$ cat src/rtl/clws_pkg.sv
package clws_pkg;

    localparam int VALUE_W        = 32;
    localparam int DEC_DIGITS_32  = 10;
    localparam int MAX_DIGITS_DEF = 10;
    localparam int STEP_W         = $clog2(VALUE_W);

    localparam logic [1:0] MODE_CMD  = 2'd0;
    localparam logic [1:0] MODE_CHAR = 2'd1;
    localparam logic [1:0] MODE_NUM  = 2'd2;
    localparam logic [1:0] MODE_INIT = 2'd3;

    localparam logic [7:0] ASCII_ZERO = 8'd48;

    // Power-up commands: 8-bit bus and two lines, display on, entry mode, clear.
    localparam logic [7:0] INIT_CMDS [4] = '{8'h38, 8'h0C, 8'h06, 8'h01};

    typedef struct packed {
        logic [1:0]         mode;
        logic [VALUE_W-1:0] value;
    } t_in_item;

    typedef struct packed {
        logic       reg_select;
        logic [7:0] data_byte;
        logic       last;
    } t_out_item;

    typedef enum logic [1:0] {
        S_IDLE,
        S_CONV,
        S_PREP,
        S_EMIT
    } t_state;

    typedef struct packed {
        logic load;
        logic conv_step;
        logic prep;
        logic emit;
    } t_cmd;

    typedef struct packed {
        logic in_is_num;
        logic conv_done;
        logic last_write;
        logic out_free;
    } t_status;

endpackage

$ cat src/rtl/clws_ctrl.sv
module clws_ctrl (
    input  logic             i_clk,
    input  logic             i_rst_n,
    input  logic             i_in_valid,
    input  clws_pkg::t_status i_status,
    output clws_pkg::t_cmd   o_cmd,
    output logic             o_in_ready
);

    clws_pkg::t_state r_state;
    clws_pkg::t_state n_state;

    always_ff @(posedge i_clk) begin
        if (!i_rst_n) begin
            r_state <= clws_pkg::S_IDLE;
        end else begin
            r_state <= n_state;
        end
    end

    always_comb begin
        n_state = r_state;
        case (r_state)
            clws_pkg::S_IDLE: begin
                if (i_in_valid) begin
                    n_state = i_status.in_is_num ? clws_pkg::S_CONV : clws_pkg::S_EMIT;
                end
            end
            clws_pkg::S_CONV: begin
                if (i_status.conv_done) begin
                    n_state = clws_pkg::S_PREP;
                end
            end
            clws_pkg::S_PREP: begin
                n_state = clws_pkg::S_EMIT;
            end
            clws_pkg::S_EMIT: begin
                if (i_status.out_free && i_status.last_write) begin
                    n_state = clws_pkg::S_IDLE;
                end
            end
            default: begin
                n_state = clws_pkg::S_IDLE;
            end
        endcase
    end

    always_comb begin
        o_cmd      = '0;
        o_in_ready = 1'b0;
        case (r_state)
            clws_pkg::S_IDLE: begin
                o_in_ready = 1'b1;
                o_cmd.load = i_in_valid;
            end
            clws_pkg::S_CONV: begin
                o_cmd.conv_step = 1'b1;
            end
            clws_pkg::S_PREP: begin
                o_cmd.prep = 1'b1;
            end
            clws_pkg::S_EMIT: begin
                o_cmd.emit = i_status.out_free;
            end
            default: begin
                o_cmd = '0;
            end
        endcase
    end

endmodule

$ cat src/rtl/clws_dp.sv
module clws_dp #(
    parameter int MAX_DIGITS = clws_pkg::MAX_DIGITS_DEF
) (
    input  logic                i_clk,
    input  logic                i_rst_n,
    input  clws_pkg::t_in_item  i_in_data,
    input  clws_pkg::t_cmd      i_cmd,
    output clws_pkg::t_status   o_status,
    input  logic                i_out_ready,
    output logic                o_out_valid,
    output clws_pkg::t_out_item o_out_data
);

    // Only the digits that can ever be printed are kept.
    localparam int NDIG  = (MAX_DIGITS < clws_pkg::DEC_DIGITS_32) ?
                           MAX_DIGITS : clws_pkg::DEC_DIGITS_32;
    localparam int IDX_W = ($clog2(NDIG) > 2) ? $clog2(NDIG) : 2;

    logic [1:0]                   r_mode;
    logic [7:0]                   r_byte;
    logic [clws_pkg::VALUE_W-1:0] r_bin;
    logic [3:0]                   r_bcd [NDIG];
    logic                         r_ovf;
    logic [clws_pkg::STEP_W-1:0]  r_cnt;
    logic [IDX_W-1:0]             r_idx;
    logic                         r_out_valid;
    clws_pkg::t_out_item          r_out_data;

    logic [3:0]          w_adj [NDIG];
    logic [3:0]          w_dig;
    logic [IDX_W-1:0]    w_msd;
    clws_pkg::t_out_item w_out;

    // Add three to every digit of five or more before the shift.
    always_comb begin
        for (int d = 0; d < NDIG; d++) begin
            w_adj[d] = (r_bcd[d] >= 4'd5) ? r_bcd[d] + 4'd3 : r_bcd[d];
        end
    end

    always_comb begin
        w_msd = '0;
        for (int d = 0; d < NDIG; d++) begin
            if (r_bcd[d] != 4'd0) begin
                w_msd = IDX_W'(d);
            end
        end
    end

    always_comb begin
        w_dig = '0;
        for (int d = 0; d < NDIG; d++) begin
            if (r_idx == IDX_W'(d)) begin
                w_dig = r_bcd[d];
            end
        end
    end

    always_comb begin
        w_out      = '0;
        w_out.last = (r_idx == '0);
        case (r_mode)
            clws_pkg::MODE_CMD: begin
                w_out.reg_select = 1'b0;
                w_out.data_byte  = r_byte;
            end
            clws_pkg::MODE_CHAR: begin
                w_out.reg_select = 1'b1;
                w_out.data_byte  = r_byte;
            end
            clws_pkg::MODE_NUM: begin
                w_out.reg_select = 1'b1;
                w_out.data_byte  = clws_pkg::ASCII_ZERO + {4'b0000, w_dig};
            end
            clws_pkg::MODE_INIT: begin
                w_out.reg_select = 1'b0;
                w_out.data_byte  = clws_pkg::INIT_CMDS[~r_idx[1:0]];
            end
            default: begin
                w_out = '0;
            end
        endcase
    end

    always_ff @(posedge i_clk) begin
        if (i_cmd.load) begin
            r_mode <= i_in_data.mode;
            r_byte <= i_in_data.value[7:0];
            r_bin  <= i_in_data.value;
            r_ovf  <= 1'b0;
            r_cnt  <= clws_pkg::STEP_W'(clws_pkg::VALUE_W - 1);
            r_idx  <= (i_in_data.mode == clws_pkg::MODE_INIT) ? IDX_W'(3) : '0;
            for (int d = 0; d < NDIG; d++) begin
                r_bcd[d] <= 4'd0;
            end
        end else if (i_cmd.conv_step) begin
            r_bin    <= {r_bin[clws_pkg::VALUE_W-2:0], 1'b0};
            r_bcd[0] <= {w_adj[0][2:0], r_bin[clws_pkg::VALUE_W-1]};
            for (int d = 1; d < NDIG; d++) begin
                r_bcd[d] <= {w_adj[d][2:0], w_adj[d-1][3]};
            end
            // A bit leaving the top digit means more digits than are printed.
            r_ovf <= r_ovf | w_adj[NDIG-1][3];
            r_cnt <= r_cnt - 1'b1;
        end else if (i_cmd.prep) begin
            r_idx <= r_ovf ? IDX_W'(NDIG - 1) : w_msd;
        end else if (i_cmd.emit) begin
            r_idx <= r_idx - 1'b1;
        end
    end

    always_ff @(posedge i_clk) begin
        if (!i_rst_n) begin
            r_out_valid <= 1'b0;
        end else if (i_cmd.emit) begin
            r_out_valid <= 1'b1;
        end else if (i_out_ready) begin
            r_out_valid <= 1'b0;
        end
    end

    always_ff @(posedge i_clk) begin
        if (i_cmd.emit) begin
            r_out_data <= w_out;
        end
    end

    assign o_status.in_is_num  = (i_in_data.mode == clws_pkg::MODE_NUM);
    assign o_status.conv_done  = (r_cnt == '0);
    assign o_status.last_write = (r_idx == '0);
    assign o_status.out_free   = !r_out_valid || i_out_ready;

    assign o_out_valid = r_out_valid;
    assign o_out_data  = r_out_data;

endmodule

$ cat src/rtl/char_lcd_write_sequencer_top.sv
// A command or character beat is offered once its request is accepted and the emit state
// loads the output register; an init request gives four beats, one per cycle unstalled.
// A number takes 32 shift steps of a serial binary-to-decimal unit and then a search for the
// leading digit before its first beat, then one digit per cycle while the output is not stalled.
// A new request is taken only after the final beat of the last one is in the output register.
// Reset (synchronous, active low) returns the sequencer to idle and empties the output stage.
module char_lcd_write_sequencer_top #(
    parameter int MAX_DIGITS = clws_pkg::MAX_DIGITS_DEF
) (
    input  logic                i_clk,
    input  logic                i_rst_n,
    input  logic                i_in_valid,
    output logic                o_in_ready,
    input  clws_pkg::t_in_item  i_in_data,
    output logic                o_out_valid,
    input  logic                i_out_ready,
    output clws_pkg::t_out_item o_out_data
);

    // The controller steps through idle, conversion, leading-digit search and emission.
    // The datapath holds the request, the double-dabble registers, the write index and
    // the output register. Because the output register parts the two sides, the
    // controller returns to idle as soon as the final beat is loaded, and a new request
    // may be taken while that beat still waits for the display side.

    clws_pkg::t_cmd    w_cmd;
    clws_pkg::t_status w_status;

    clws_ctrl u_ctrl (
        .i_clk      (i_clk),
        .i_rst_n    (i_rst_n),
        .i_in_valid (i_in_valid),
        .i_status   (w_status),
        .o_cmd      (w_cmd),
        .o_in_ready (o_in_ready)
    );

    // The number of printed digits is capped at MAX_DIGITS; larger numbers show only
    // their least significant digits, leading zeros among them included.
    clws_dp #(
        .MAX_DIGITS (MAX_DIGITS)
    ) u_dp (
        .i_clk       (i_clk),
        .i_rst_n     (i_rst_n),
        .i_in_data   (i_in_data),
        .i_cmd       (w_cmd),
        .o_status    (w_status),
        .i_out_ready (i_out_ready),
        .o_out_valid (o_out_valid),
        .o_out_data  (o_out_data)
    );

endmodule

$ cat config.mk
export PLATFORM = sky130hd
export DESIGN_NAME = char_lcd_write_sequencer_top
export DESIGN_NICKNAME = d
export VERILOG_FILES = /design/src/rtl/clws_pkg.sv /design/src/rtl/clws_ctrl.sv /design/src/rtl/clws_dp.sv /design/src/rtl/char_lcd_write_sequencer_top.sv
export SDC_FILE = /design/constraint.sdc
export NUM_CORES = 1
export LEC_CHECK = 0
export ABC_AREA = 1
export ABC_CLOCK_PERIOD_IN_PS = 6140
export BUFFER_PORTS_ARGS = -buffer_cell sky130_fd_sc_hd__buf_2
export CORE_AREA = 5 5 149 151
export DETAILED_ROUTE_END_ITERATION = 12
export DIE_AREA = 0 0 154 156
export SYNTH_ARGS = -nofsm -noshare
export SYNTH_HDL_FRONTEND = slang
export SYNTH_SLANG_ARGS = --single-unit
export TNS_END_PERCENT = 100
$ cat constraint.sdc
create_clock -name i_clk -period 6.14 [get_ports i_clk]
set_clock_uncertainty 0.15 [all_clocks]
set_input_delay 1.842 -clock i_clk [delete_from_list [all_inputs] [get_ports i_clk]]
set_output_delay 1.842 -clock i_clk [all_outputs]
set_load 0.1 [all_outputs]
# --- After elaboration in Yosys (flattened, before gate mapping) ---
# Memory sizes are Yosys's and may differ from the RTL's.
# Cells that the tools add are included.
classes:
  n_div: 0
  bitwise: 13
  magnitude_cmp: 11
  shift: 0
  reduce_logical: 21
  addsub: 13
  eq_ne: 21
  n_mul: 0
  muxes: 68
ops:
  columns: ["cell", "count"]
  rows:
  - ["4-bit 2-to-1 mux", 37]
  - ["32-bit 2-to-1 mux", 2]
  - ["4-bit by 2-bit adder with 4-bit output, second input constant", 10]
  - ["4-bit by 3-bit >= comparator with 1-bit output, second input constant", 10]
  - ["9-bit one-hot mux with 4 select lines", 1]
  - ["4-bit nonzero test", 9]
  - ["8-bit binary-select mux with 2-bit select", 1]
  - ["4-bit by 3-bit equality test with 1-bit output, second input constant", 4]
  - ["8-bit 2-to-1 mux", 2]
  - ["2-bit 2-to-1 mux", 7]
  - ["1-bit 2-to-1 mux", 13]
  - ["2-bit equality test, second input constant", 6]
  - ["3-bit 2-to-1 mux", 4]
  - ["1-bit bitwise OR", 11]
  - ["4-bit by 2-bit equality test with 1-bit output, second input constant", 2]
  - ["4-bit equality test, second input constant", 2]
  - ["2-bit one-hot mux with 4 select lines", 1]
  - ["6-bit by 4-bit adder with 7-bit output, first input constant", 1]
  - ["2-bit by 1-bit inequality test with 1-bit output, second input constant", 3]
  - ["5-bit logical NOT", 1]
  - ["5-bit by 1-bit subtractor with 5-bit output, second input constant", 1]
  - ["2-bit by 1-bit equality test with 1-bit output, second input constant", 2]
  - ["4-bit by 1-bit equality test with 1-bit output, second input constant", 1]
  - ["2-bit logical NOT", 2]
  - ["13 further kinds", 14]
totals:
  inputBits: 38
  rom_bits: 0
  wordCells: 159
  ram_bits: 40
  regBits: 65
  mem_count: 1
  latchBits: 0
  output_inout_bits: 12
memory_table:
  columns: ["memory", "depth", "width", "read_ports", "rd_clocked_by_memory_dff", "write_ports", "line", "rtl"]
  rows:
  - ["u_dp.r_bcd", 10, 4, 10, 0, 10, "clws_dp.sv:22", "logic [3:0] r_bcd [NDIG];"]

# --- Depth between registers and ports, before layout ---
# Gate-level depths: netlist of the first run.
# An unclocked memory read counts as a cell.
depth:
  depth_word: 15
  depth_mapped: 16
  depth_no_buf: 15

# --- Modules after synthesis ---
# Synthesis of the first run repeated with hierarchy kept, for this count alone.
unflattened:
  hier_cells: 688
  area_unflattened_um2: 5962.0
modules_own_cells:
  columns: ["mod", "area_per_inst_um2", "instances", "cells_each", "seq_area_each_um2"]
  rows:
  - ["clws_dp", 5759.3, 1, 656, 3022.9]
  - ["clws_ctrl", 202.7, 1, 32, 40.0]

# --- Worst setup path after synthesis of the first run ---
# No wires, ideal clock.
synth_timing:
  path_kind: "input -> register"
  start: "input port i_in_valid"
  end: "memory u_dp.r_bcd[0][0], enable pin"
  slack_ns: 1.701
  stages: 3
  path_buffers: 1
  setup_time_ns: 0.740
  required_time_ns: 5.250
  arrival_time_ns: 3.549
  path_cell_list: "nand2_1 > clkbuf_1 > nand2_1"
synth_rtl:
  columns: ["item", "line", "rtl"]
  rows:
  - ["start, declared", "char_lcd_write_sequencer_top.sv:12", "input logic i_in_valid,"]
  - ["end, declared", "clws_dp.sv:22", null]

# --- Worst setup path after layout of the first run ---
layout_timing:
  start: "register u_ctrl.r_state[0]"
  end: "output port o_in_ready"
layout_between:
  elab_chain_len: 2
layout_rtl:
  columns: ["item", "line", "rtl"]
  rows:
  - ["start, declared", "clws_ctrl.sv:10", "clws_pkg::t_state r_state;"]
  - ["start signal, assigned", "clws_ctrl.sv:15", "r_state <= clws_pkg::S_IDLE;"]
  - ["start signal, assigned", "clws_ctrl.sv:17", "r_state <= n_state;"]
  - ["2-bit logical NOT", "clws_ctrl.sv:51", "case (r_state)"]
  - ["1-bit 2-to-1 mux", "clws_ctrl.sv:51", null]
  - ["end, declared", "char_lcd_write_sequencer_top.sv:13", "output logic o_in_ready,"]
# Every way passes these cells.

==> summary.txt, run 1 <==
Floorplanning
  • Die H: around 160 um
  • Starting Density: 28.4%
  • Die ar.: 24,000 sq um
  • # rows: 53
  • Die Wd: 154 um
  • IO Count: 50
  • Core region area: ~21,000 sq um

Yosys
  • Seq/Total Area, Yosys: between 50% and 60%
  • Post-Synth XOR/XNOR Area: between 1 and 1.5%
  • Synth Area in Compound Gates: 10.5%
  • Adder-Cell Fraction of Synth Area: ~7.7%
  • Largest family of logic cells by synthesized area: simple AND/OR/NAND/NOR gates
  • Multiplexer share of the synthesized area: 0%
  • Yosys reg bits: about 110
  • Post-synthesis simple-gate area fraction: 20.9%
  • Netlist Area Pre-Place: 5880 sq um
  • Net Count, Synth: 737
  • Post-Syn Instances: 663
  • Yosys warns: 0
  • Count of different cell masters after synthesis: 36
  • Syn avg cell area: 8.88 sq um

Detailed routing
  • Detail Route Antenna Nets: 0
  • Total wire length: ~12,000 um
  • DR vias: 4,349
  • Pre-antenna DRT Iters: 4
  • Avg WL per Cell: approximately 12 um
  • Initial DRC count: ~260
  • Drt via density: 4.37
  • Detailed-route DRC error count: 0

Finish
  • Post-route insts no fill: 995
  • Total Nets Final: 788
  • Post-route design area: 6730 sq um
  • Share of cells above drive strength 1: a little under an eighth
  • Final Util: about 33%
  • Area growth from synthesis to layout: 14.4%

Global route
  • First-pass GRT wire length: slightly above 20,000 um
  • Initial antenna violation count: 0
  • Largest net degree at the start of global routing: 45
  • Gr ovfl total: 0
  • Number of global-route vias before repair: 4,205
  • GRT Util Overall: 10.4%

Place
  • # placed instances: 978
  • GPL Wtd Cong: between 0.7 and 0.8
  • Post-DP Area: 6440 sq um
  • Pre-CTS WS: 2.30 ns
  • IO buf count: 49
  • Hpwl dp: ~9000 um

Setup path
  • Buffers and inverters on the worst path: 2
  • Slowest Stage Delay on Critical Path: 0.46 ns
  • WS Path Type: reg -> out
  • CP cell instances: inv_1 > ha_1 > buf_2
  • Crit-path slowest cell: buf_2
  • Length in cells of the worst reg-to-reg path: 5
  • Worst R2R End: u_dp.r_bcd[0][32]
  • Worst Path Arrival: 1.51 ns
  • CP Data Required Time: 4.15 ns
  • Reg-to-Reg Start: u_ctrl.r_state[1]
  • Critical path capture point type: output pin
  • Startpoint types: flip-flop
  • Crit Path Max Fanout: 4
  • CP top delay family: buffers and inverters
  • Reg-to-reg slack, setup: 3.33 ns

STA
  • RSZ-0062 raised after global routing: false
  • Post-route clock period utilization: between 50% and 60%
  • Worst-Margin Slew: 1.05 ns
  • Setup TNS: 0 ns
  • Final Hold Fails: 0
  • Peak Freq: 0.285 GHz
  • Final min period: 3.50 ns
  • Worst setup margin: 2.64 ns
  • Final count of pins violating max slew: 0
  • Final Hold Slack: 0.336 ns
  • Slew margin rel.: 29.5%
  • Final Setup Violations: 0

Clocking
  • Root buffer selected by CTS: clkbuf_16
  • Post-CTS sizing: 0
  • H-tree levels: 3
  • TritonCTS Buffers: 9
  • # Post-CTS Setup Buffers: 0
  • CTS sink cnt: 105
  • Worst-path clk slew: 0.07 ns
  • Max Root-Sink Buffers: 2
  • # hold bufs at CTS: 0
  • CTS tree: yes
  • Worst-skew pair later-pin latency: 0.35 ns

Power and ir drop
  • Int Power: 2.03 mW
  • Sw frac: 44.0%
  • Pleak: 2.96 nW
  • Psw: 1.60 mW
  • Total power: about 3.6 mW
  • Cell Pwr Density: around 540 nW/um^2
  • Combinational share of power: a little over two fifths
  • Clk pwr share: 15.8%
  • Flop pwr share: 41.1%
  • IR drop worst, VDD: 0.292 mV

Run
  • Max_cap viols: 0

Hold path
  • HP Class: reg -> reg
  • Hold EP: u_dp.r_cnt[4]
  • Hold path depth: 1
  • Worst Hold Launch: u_dp.r_cnt[4]

Outcome
  • Status: completed
[worst max-delay path by stage]
stage / startpoint / depth (start not counted) / end
2_1_floorplan: i_in_valid / 3 / u_dp.r_bcd[0][0]
3_3_place_gp: i_in_valid / 7 / u_dp.r_idx[1]
3_5_place_dp: i_in_valid / 7 / u_dp.r_idx[1]
4_1_cts: u_ctrl.r_state[0] / 3 / o_in_ready
5_1_grt: i_in_valid / 7 / u_dp.r_idx[0]
6_report: u_ctrl.r_state[0] / 3 / o_in_ready
[cell usage in the layout (no fill, tap or decap), drive strengths merged, types with 2 or more instances in the layout]
cell type,count
o221ai,2
inv,99
dfxtp,9
clkbuf,11
a211oi,3
buf,54
nand2,210
or2,2
o22ai,3
ha,36
a21oi,40
o21ai,52
nand3,18
o2111a,5
xor2,9
edfxtp,96
nand4,8
nor2,46
nor3,6
a31oi,3
clkinv,2
[power groups by stage]
| stage | registers, mW | logic [mW] | clock network, mW |
|---|---|---|---|
| 2_1_floorplan | 1.51 | 1.18 | 0 |
| 3_5_place_dp | 1.50 | 1.58 | 0 |
| 6_report | 1.49 | 1.57 | 0.574 |
| 3_3_place_gp | 1.50 | 1.56 | 0 |
| 5_1_grt | 1.53 | 1.81 | 0.616 |
| 4_1_cts | 1.49 | 1.59 | 0.585 |
[kinds of logic (layout without fill, tap and decap cells)]
family	count (synthesis)	in the layout
DFF	105	105
buffers and inverters	110	166
AOI/OAI and AO/OA	110	110
other	0	1
and+or+nand+nor	292	292
adders and majority gates	36	36
xor gates and xnor gates	10	10
[cell usage after synthesis, drive strengths merged]
cell	count	share of area [%]
nand3b	1	0.13
nand2	210	14
nand3	18	1.7
o221ai	2	0.40
and2	1	0.11
a21boi	1	0.13
buf	3	0.51
ha	36	7.7
nand4	8	0.85
inv	95	6.1
dfxtp	9	3.1
nor2	46	3.6
a21oi	40	3.4
xor2	9	1.3
a31oi	3	0.32
clkinv	1	0.085
o2111a	5	0.96
a211oi	3	0.38
o21ai	52	4.4
o22ai	3	0.32
edfxtp	96	49
clkbuf	11	0.70
or2	2	0.21
nor3	6	0.70
o211a	1	0.17
xnor2	1	0.15
[registers in the layout, summed over array words and instances (netlist names)]
name,cells
u_dp.r_byte,8
u_ctrl.r_state,2
u_dp.r_bcd,40
u_dp.r_mode,2
u_dp.o_out_data,10
u_dp.r_bin,32
u_dp.r_ovf,1
u_dp.r_idx,4
u_dp.r_cnt,5
u_dp.o_out_valid,1
[metal layers]
| layer | up-vias | part of all wire [%] | track usage, % |
|---|---|---|---|
| met5 | - | 0 | 0 |
| met4 | 0 | 0.80 | 2.06 |
| met3 | 11 | 5.2 | 3.36 |
| met2 | 71 | 46 | 17.1 |
| met1 | 1986 | 48 | 13.5 |
| li1 | 2281 | - | - |
[area by class of cell]
type	instances	area, sq um
Tap cell	275	344
Clock inverter	5	43.8
Clock buffer	11	243
Timing Repair Buffer	54	283
Antenna cell	1	2.50
Inverter	96	362
Sequential cell	105	3060
Fill cell	2156	14000
Multi-Input combinational cell	448	2390
No activity file was read; power rests on OpenSTA's default activity.
==> inputs of run 2 (changes only) <==
--- a/config.mk
+++ b/config.mk
@@ -5,8 +5,8 @@
 export SDC_FILE = /design/constraint.sdc
 export NUM_CORES = 1
 export LEC_CHECK = 0
-export ABC_AREA = 1
-export ABC_CLOCK_PERIOD_IN_PS = 6140
+export ABC_AREA = 0
+export ABC_CLOCK_PERIOD_IN_PS = 3000
 export BUFFER_PORTS_ARGS = -buffer_cell sky130_fd_sc_hd__buf_2
 export CORE_AREA = 5 5 149 151
 export DETAILED_ROUTE_END_ITERATION = 12
==> constraint.sdc (replaced) <==
create_clock -name i_clk -period 3 [get_ports i_clk]
set_clock_uncertainty 0.15 [all_clocks]
set_input_delay 0.9 -clock i_clk [delete_from_list [all_inputs] [get_ports i_clk]]
set_output_delay 0.9 -clock i_clk [all_outputs]
set_load 0.1 [all_outputs]
==> summary.txt, run 2 <==
Yosys
  • Synth area leaders: edfxtp_1 (49%), nand2_1 (9.2%), ha_1 (7.7%)
  • Seq/Total Area, Yosys: 52.3% (+0.22 points)
  • Count of different cell masters after synthesis: 45 (+25%)
  • Synth top cells by count: nand2_1 (144), edfxtp_1 (96), inv_1 (38)
  • Syn avg cell area: 10.1 sq um (+13%)
  • Netlist Area Pre-Place: 5860 sq um (-0.43%)
  • Yosys reg bits: 105 (unchanged)
  • Top_reg_cell synth: edfxtp_1
  • Post-synth top area share: 49.2% (+0.21 points)
  • Most common cell in the synthesized netlist: nand2_1
  • Yosys warns: 0 (unchanged)
  • Net Count, Synth: 656 (-11%)
  • Post-Syn Instances: 582 (-12%)
  • Ys async rst share: 0% (unchanged)
  • Post-synth top area cell: edfxtp_1
  • EDFF count, synth: 96 (unchanged)

Place
  • Pre-CTS WS: 0.540 ns (-1.76 ns)
  • IO buf count: 49 (unchanged)
  • Hpwl dp: 8830 um (+0.61%)
  • GPL Wtd Cong: 0.781 (-0.12%)
  • Post-DP Area: 6430 sq um (-0.16%)

Detailed routing
  • Detailed-route DRC error count: 0 (unchanged)
  • Pre-antenna DRT Iters: 4 (unchanged)
  • Avg WL per Cell: 13.7 um (+12%)
  • Total wire length: 12,400 um (+1.9%)
  • Drt via density: 4.52 (+3.5%)
  • DR vias: 4,098 (-5.8%)
  • Detail Route Antenna Nets: 0 (unchanged)
  • Initial DRC count: 236 (-9.6%)

STA
  • Post-route clock period utilization: 86.7%
  • Worst setup margin: 0.398 ns (-2.24 ns)
  • Peak Freq: ~0.38 GHz
  • Final Setup Violations: 0 (unchanged)
  • Slew margin rel.: 61.2% (+32 points)
  • Final count of pins violating max slew: 0 (unchanged)
  • RSZ-0062 raised after global routing: false
  • Final min period: 2.60 ns
  • Final Hold Slack: 0.326 ns (-0.00949 ns)
  • Final Hold Fails: 0 (unchanged)
  • Setup TNS: 0 ns (unchanged)
  • Worst-Margin Slew: 0.582 ns (-0.472 ns)

Clocking
  • TritonCTS Buffers: 9 (unchanged)
  • Post-CTS sizing: 0 (unchanged)
  • # Post-CTS Setup Buffers: 0 (unchanged)
  • Worst-path clk slew: 0.07 ns (about the same)
  • CTS tree: yes
  • Worst-skew pair later-pin latency: 0.35 ns (about the same)
  • Max Root-Sink Buffers: 2 (unchanged)
  • Root buffer selected by CTS: clkbuf_16
  • H-tree levels: 3 (unchanged)
  • # hold bufs at CTS: 0 (unchanged)
  • CTS sink cnt: 105 (unchanged)

Global route
  • First-pass GRT wire length: 20,300 um (-0.37%)
  • Largest net degree at the start of global routing: 59 (+31%)
  • Gr ovfl total: 0 (unchanged)
  • Number of global-route vias before repair: 3,901 (-7.2%)
  • GRT Util Overall: 10.4% (+0.060 points)
  • Initial antenna violation count: 0 (unchanged)

Finish
  • Ant. Diodes: 0 (-1)
  • Share of cells above drive strength 1: 12.2% (+0.24 points)
  • Most common cell after layout, fill and taps aside: nand2_1
  • Commonest cells after routing, fill and taps aside: nand2_1 (144), edfxtp_1 (96), buf_2 (49)
  • Total Nets Final: 700 (-11%)
  • Fillers: 2,128 (-1.3%)
  • Largest register FFs: 40 (unchanged)
  • Area growth from synthesis to layout: 14.5%
  • Largest register by flop count: u_dp.r_bcd
  • Post-route design area: 6710 sq um (-0.30%)

Power and ir drop
  • Combinational share of power: 43.2% (about the same)
  • Cell Pwr Density: 1130 nW/um^2 (+110%)
  • IR drop worst, VDD: 0.778 mV (+170%)
  • Clk pwr share: 15.0% (-0.8 points)
  • Pleak: 2.62 nW (-11%)
  • Psw: 3.16 mW (+98%)
  • Int Power: 4.39 mW (+120%)
  • Sw frac: 41.9% (-2.1 points)
  • Flop pwr share: 41.8% (+0.7 points)

Floorplanning
  • Starting Density: 28.3% (-0.12 points)
  • Core region area: 20,700 sq um (unchanged)
  • IO Count: 50 (unchanged)
  • Die H: 156 um (unchanged)
  • # rows: 53 (unchanged)
  • Die ar.: 24,000 sq um (unchanged)
  • Die Wd: 154 um (unchanged)

Hold path
  • HP Class: reg -> reg

Setup path
  • Worst Path Arrival: 1.55 ns (+0.04 ns)
  • CP Data Required Time: 1.95 ns (-2.20 ns)
  • Startpoint types: flip-flop
  • Crit Path Max Fanout: 7 (+3)
  • Critical path capture point type: output pin
  • WS Path Type: reg -> out

Run
  • Max_cap viols: 0 (unchanged)

Outcome
  • Status: completed
==> run 2: cell type report <==
type / instances / area (sq um) / share of cell area (%)
sequential: 105 / 3060 / 45.6
multi-input combinational: 417 / 2570 / 38.3
clock inverter: 6 / 50.0 / 0.746
timing repair buffer: 54 / 308 / 4.59
clock buffer: 10 / 229 / 3.41
tap: 275 / 344 / 5.13
inverter: 39 / 146 / 2.18
==> run 2: path summary, 6_finish.rpt <==
kind / from / end / slack (ns) / cells after the start
worst max-delay path: u_ctrl.r_state[0] / o_in_ready / 0.40 / 3
worst min register to register: u_dp.r_ovf / u_dp.r_ovf / 0.33 / 2
worst max register to register: u_dp.r_bcd[0][4] / u_dp.r_idx[0] / 0.56 / 7
worst min-delay path: u_dp.r_ovf / u_dp.r_ovf / 0.33 / 2
==> run 2: kinds of logic (layout without fill, tap and decap cells) <==
kind of cell,count (synthesis),in the layout,share of synthesized area (%)
xor gates and xnor gates,26,26,3.89
and+or+nand+nor,244,244,19.7
AOI/OAI and AO/OA,110,110,12.3
adders and majority gates,36,36,7.69
DFF,105,105,52.3
muxes,1,1,0.171
buffers and inverters,60,109,3.97
==> run 2: routing by layer <==
layer	up-vias	share of wire (%)	track usage, %
li1	2110	-	-
met1	1914	51	15.0
met2	59	45	15.6
met3	15	2.6	1.33
met4	0	2.1	4.92
met5	-	0	0
==> run 2: power by group through the flow <==
stage / Sequential (mW) / Clock, mW / Combinational (mW)
2_1_floorplan: 3.08 / 0 / 2.51
3_3_place_gp: 3.18 / 0 / 3.25
3_5_place_dp: 3.18 / 0 / 3.30
4_1_cts: 3.16 / 1.17 / 3.31
5_1_grt: 3.25 / 1.23 / 3.72
6_report: 3.16 / 1.13 / 3.27
==> run 2: critical path, stage by stage (launching register included) <==
cell and delay [ns]:
dfxtp_1 0.33, inv_1 0.11, ha_1 0.29, buf_2 0.47
==> run 2: metrics by stage <==
stage / util, % / power, mW / cells
5_1_grt: 32.4 / 8.20 / 906
4_1_cts: 32.4 / 7.64 / 906
3_5_place_dp: 31.1 / 6.48 / 890
3_3_place_gp: 31.1 / 6.43 / 890
6_report: 32.4 / 7.56 / 906
2_1_floorplan: - / 5.59 / 582
==> inputs of run 3 (changes only) <==
--- a/config.mk
+++ b/config.mk
@@ -5,12 +5,12 @@
 export SDC_FILE = /design/constraint.sdc
 export NUM_CORES = 1
 export LEC_CHECK = 0
-export ABC_AREA = 0
+export ABC_AREA = 1
 export ABC_CLOCK_PERIOD_IN_PS = 3000
 export BUFFER_PORTS_ARGS = -buffer_cell sky130_fd_sc_hd__buf_2
-export CORE_AREA = 5 5 149 151
+export CORE_AREA = 5 5 177 128
 export DETAILED_ROUTE_END_ITERATION = 12
-export DIE_AREA = 0 0 154 156
+export DIE_AREA = 0 0 182 133
 export SYNTH_ARGS = -nofsm -noshare
 export SYNTH_HDL_FRONTEND = slang
 export SYNTH_SLANG_ARGS = --single-unit
==> summary.txt, run 3 (same netlist as run 1, synthesis figures left out) <==
Outcome
  • Status: completed

Detailed routing
  • Pre-antenna DRT Iters: 5 (+1)
  • DR vias: 4,355 (+6.3%)
  • Initial DRC count: 313 (+33%)
  • Detail Route Antenna Nets: 0 (unchanged)
  • Total wire length: 12,600 um (+1.8%)
  • Drt via density: 4.34 (-4.0%)
  • Avg WL per Cell: 12.6 um (-8.1%)
  • Detailed-route DRC error count: 0 (unchanged)

STA
  • Final count of pins violating max slew: 0 (unchanged)
  • Final Hold Fails: 0 (unchanged)
  • Worst-Margin Slew: 0.554 ns (-0.0274 ns)
  • Worst setup margin: 0.453 ns (+0.0550 ns)
  • RSZ-0062 raised after global routing: false
  • Final Hold Slack: 0.339 ns (+0.0131 ns)
  • Post-route clock period utilization: 84.9% (-1.8 points)
  • Slew margin rel.: 63.0% (+1.8 points)
  • Final Setup Violations: 0 (unchanged)
  • Final min period: 2.55 ns (-0.0550 ns)
  • Peak Freq: 0.393 GHz (+2.2%)
  • Setup TNS: 0 ns (unchanged)

Setup path
  • Length in cells of the worst reg-to-reg path: 15 (+8)
  • WS Path Type: reg -> out
  • Startpoint types: flip-flop
  • Reg-to-Reg Start: u_dp.r_idx[1]
  • Worst R2R End: u_dp.o_out_data[2]
  • Worst Path Arrival: 1.50 ns (-0.05 ns)
  • CP Data Required Time: 1.95 ns (about the same)
  • Critical path capture point type: output pin
  • Crit Path Max Fanout: 4 (-3)
  • Reg-to-reg slack, setup: 0.60 ns (+0.04 ns)

Global route
  • Number of global-route vias before repair: 4,057 (+4.0%)
  • Gr ovfl total: 0 (unchanged)
  • GRT Util Overall: 10.5% (+0.065 points)
  • Largest net degree at the start of global routing: 47 (-20%)
  • First-pass GRT wire length: 21,000 um (+3.4%)
  • GRT Max-Usage Layer: met1
  • Grt met3 use: 2.39% (+1.1 points)
  • Initial antenna violation count: 0 (unchanged)
  • GR Layer Usage met2: 13.9% (-1.7 points)
  • GRT met1 Usage: 17.3% (+2.3 points)

Clocking
  • Worst-path clk slew: 0.08 ns (about the same)
  • Max Root-Sink Buffers: 2 (unchanged)
  • H-tree levels: 3 (unchanged)
  • TritonCTS Buffers: 9 (unchanged)
  • Post-CTS sizing: 0 (unchanged)
  • CTS sink cnt: 105 (unchanged)
  • # Post-CTS Setup Buffers: 0 (unchanged)
  • CTS tree: yes
  • # hold bufs at CTS: 0 (unchanged)
  • Worst-skew pair later-pin latency: 0.35 ns (about the same)
  • Root buffer selected by CTS: clkbuf_16

Hold path
  • Worst Hold Launch: u_dp.r_cnt[4]
  • HP Class: reg -> reg
  • Hold EP: u_dp.r_cnt[4]
  • Hold path depth: 1 (-1)

Finish
  • Ant. Diodes: 0 (unchanged)
  • Most common cell after layout, fill and taps aside: nand2_1
  • Commonest cells after routing, fill and taps aside: nand2_1 (207), edfxtp_1 (96), inv_1 (92)
  • Post-route insts no fill: 1,003 (+11%)
  • Largest register FFs: 40 (unchanged)
  • Total Nets Final: 790 (+13%)
  • Share of cells above drive strength 1: 12.3% (+0.14 points)
  • Area growth from synthesis to layout: 15.4%
  • Largest register by flop count: u_dp.r_bcd
  • Post-route design area: 6790 sq um (+1.2%)

Power and ir drop
  • Psw: 3.35 mW (+6.0%)
  • Sw frac: 44.3% (+2.4 points)
  • Combinational share of power: 44.0% (+0.8 points)
  • Int Power: 4.22 mW (-4.0%)
  • IR drop worst, VDD: 0.467 mV (-40%)
  • Cell Pwr Density: 1110 nW/um^2 (-1.0%)
  • Flop pwr share: 40.3% (-1.5 points)
  • Clk pwr share: 15.7% (+0.7 points)
  • Pleak: 2.99 nW (+14%)

Place
  • # placed instances: 987 (+11%)
  • Pre-CTS WS: 0.630 ns (+0.0904 ns)
  • Post-DP Area: 6500 sq um (+0.99%)
  • Hpwl dp: 9270 um (+4.9%)
  • GPL Wtd Cong: 0.835 (+6.9%)
  • IO buf count: 49 (unchanged)

Floorplanning
  • Starting Density: 28.0% (-0.30 points)
  • Core region area: 21,000 sq um (+1.5%)
  • IO Count: 50 (unchanged)
  • Die H: 133 um (-15%)
  • Die Wd: 182 um (+18%)
  • Die ar.: 24,200 sq um (+0.76%)
  • # rows: 45 (-15%)

Run
  • Max_cap viols: 0 (unchanged)
==> run 3: layer usage <==
layer / vias up / share of wire [%] / wire [um]
li1: 2291 / - / -
met1: 1986 / 56 / 7060
met2: 71 / 39 / 4950
met3: 7 / 4.3 / 538
met4: 0 / 0.68 / 86
met5: - / 0 / 0
==> run 3: worst max-delay path by stage <==
stage | from | cells after the start | slack, ns | endpoint
5_1_grt | u_ctrl.r_state[0] | 3 | 0.40 | o_in_ready
3_3_place_gp | u_dp.r_idx[1] | 15 | 0.65 | u_dp.o_out_data[2]
2_1_floorplan | u_ctrl.r_state[0] | 5 | 0.07 | u_dp.r_bcd[0][0]
6_report | u_ctrl.r_state[0] | 3 | 0.45 | o_in_ready
4_1_cts | u_ctrl.r_state[0] | 3 | 0.44 | o_in_ready
3_5_place_dp | u_dp.r_idx[1] | 15 | 0.63 | u_dp.o_out_data[2]
==> run 3: through the flow <==
stage                     power, mW  utilization [%]
after CTS                      7.62             32.3
after detailed placement       6.40             30.9
after global routing           8.22             32.3
after floorplan                5.48                -
after global placement         6.35             30.9
final                          7.57             32.3
==> run 3: power groups by stage <==
stage | Sequential [mW] | Combinational [mW] | Clock, mW
CTS | 3.04 | 3.36 | 1.21
finish | 3.05 | 3.33 | 1.19
global placement | 3.06 | 3.29 | 0
global route | 3.13 | 3.81 | 1.28
floorplan | 3.06 | 2.43 | 0
detailed placement | 3.07 | 3.34 | 0
==> run 3: final cells by class <==
class,count,area [sq um]
Fill cell,2168,14200
Sequential cell,105,3060
Multi-Input combinational cell,448,2400
Inverter,96,362
Tap cell,282,353
Timing Repair Buffer,56,323
Clock buffer,10,239
Clock inverter,6,57.6
==> run 3: critical path, stage by stage, from the launching register on <==
cell	delay, ns
dfxtp_1	0.34
inv_1	0.09
ha_1	0.24
buf_2	0.47
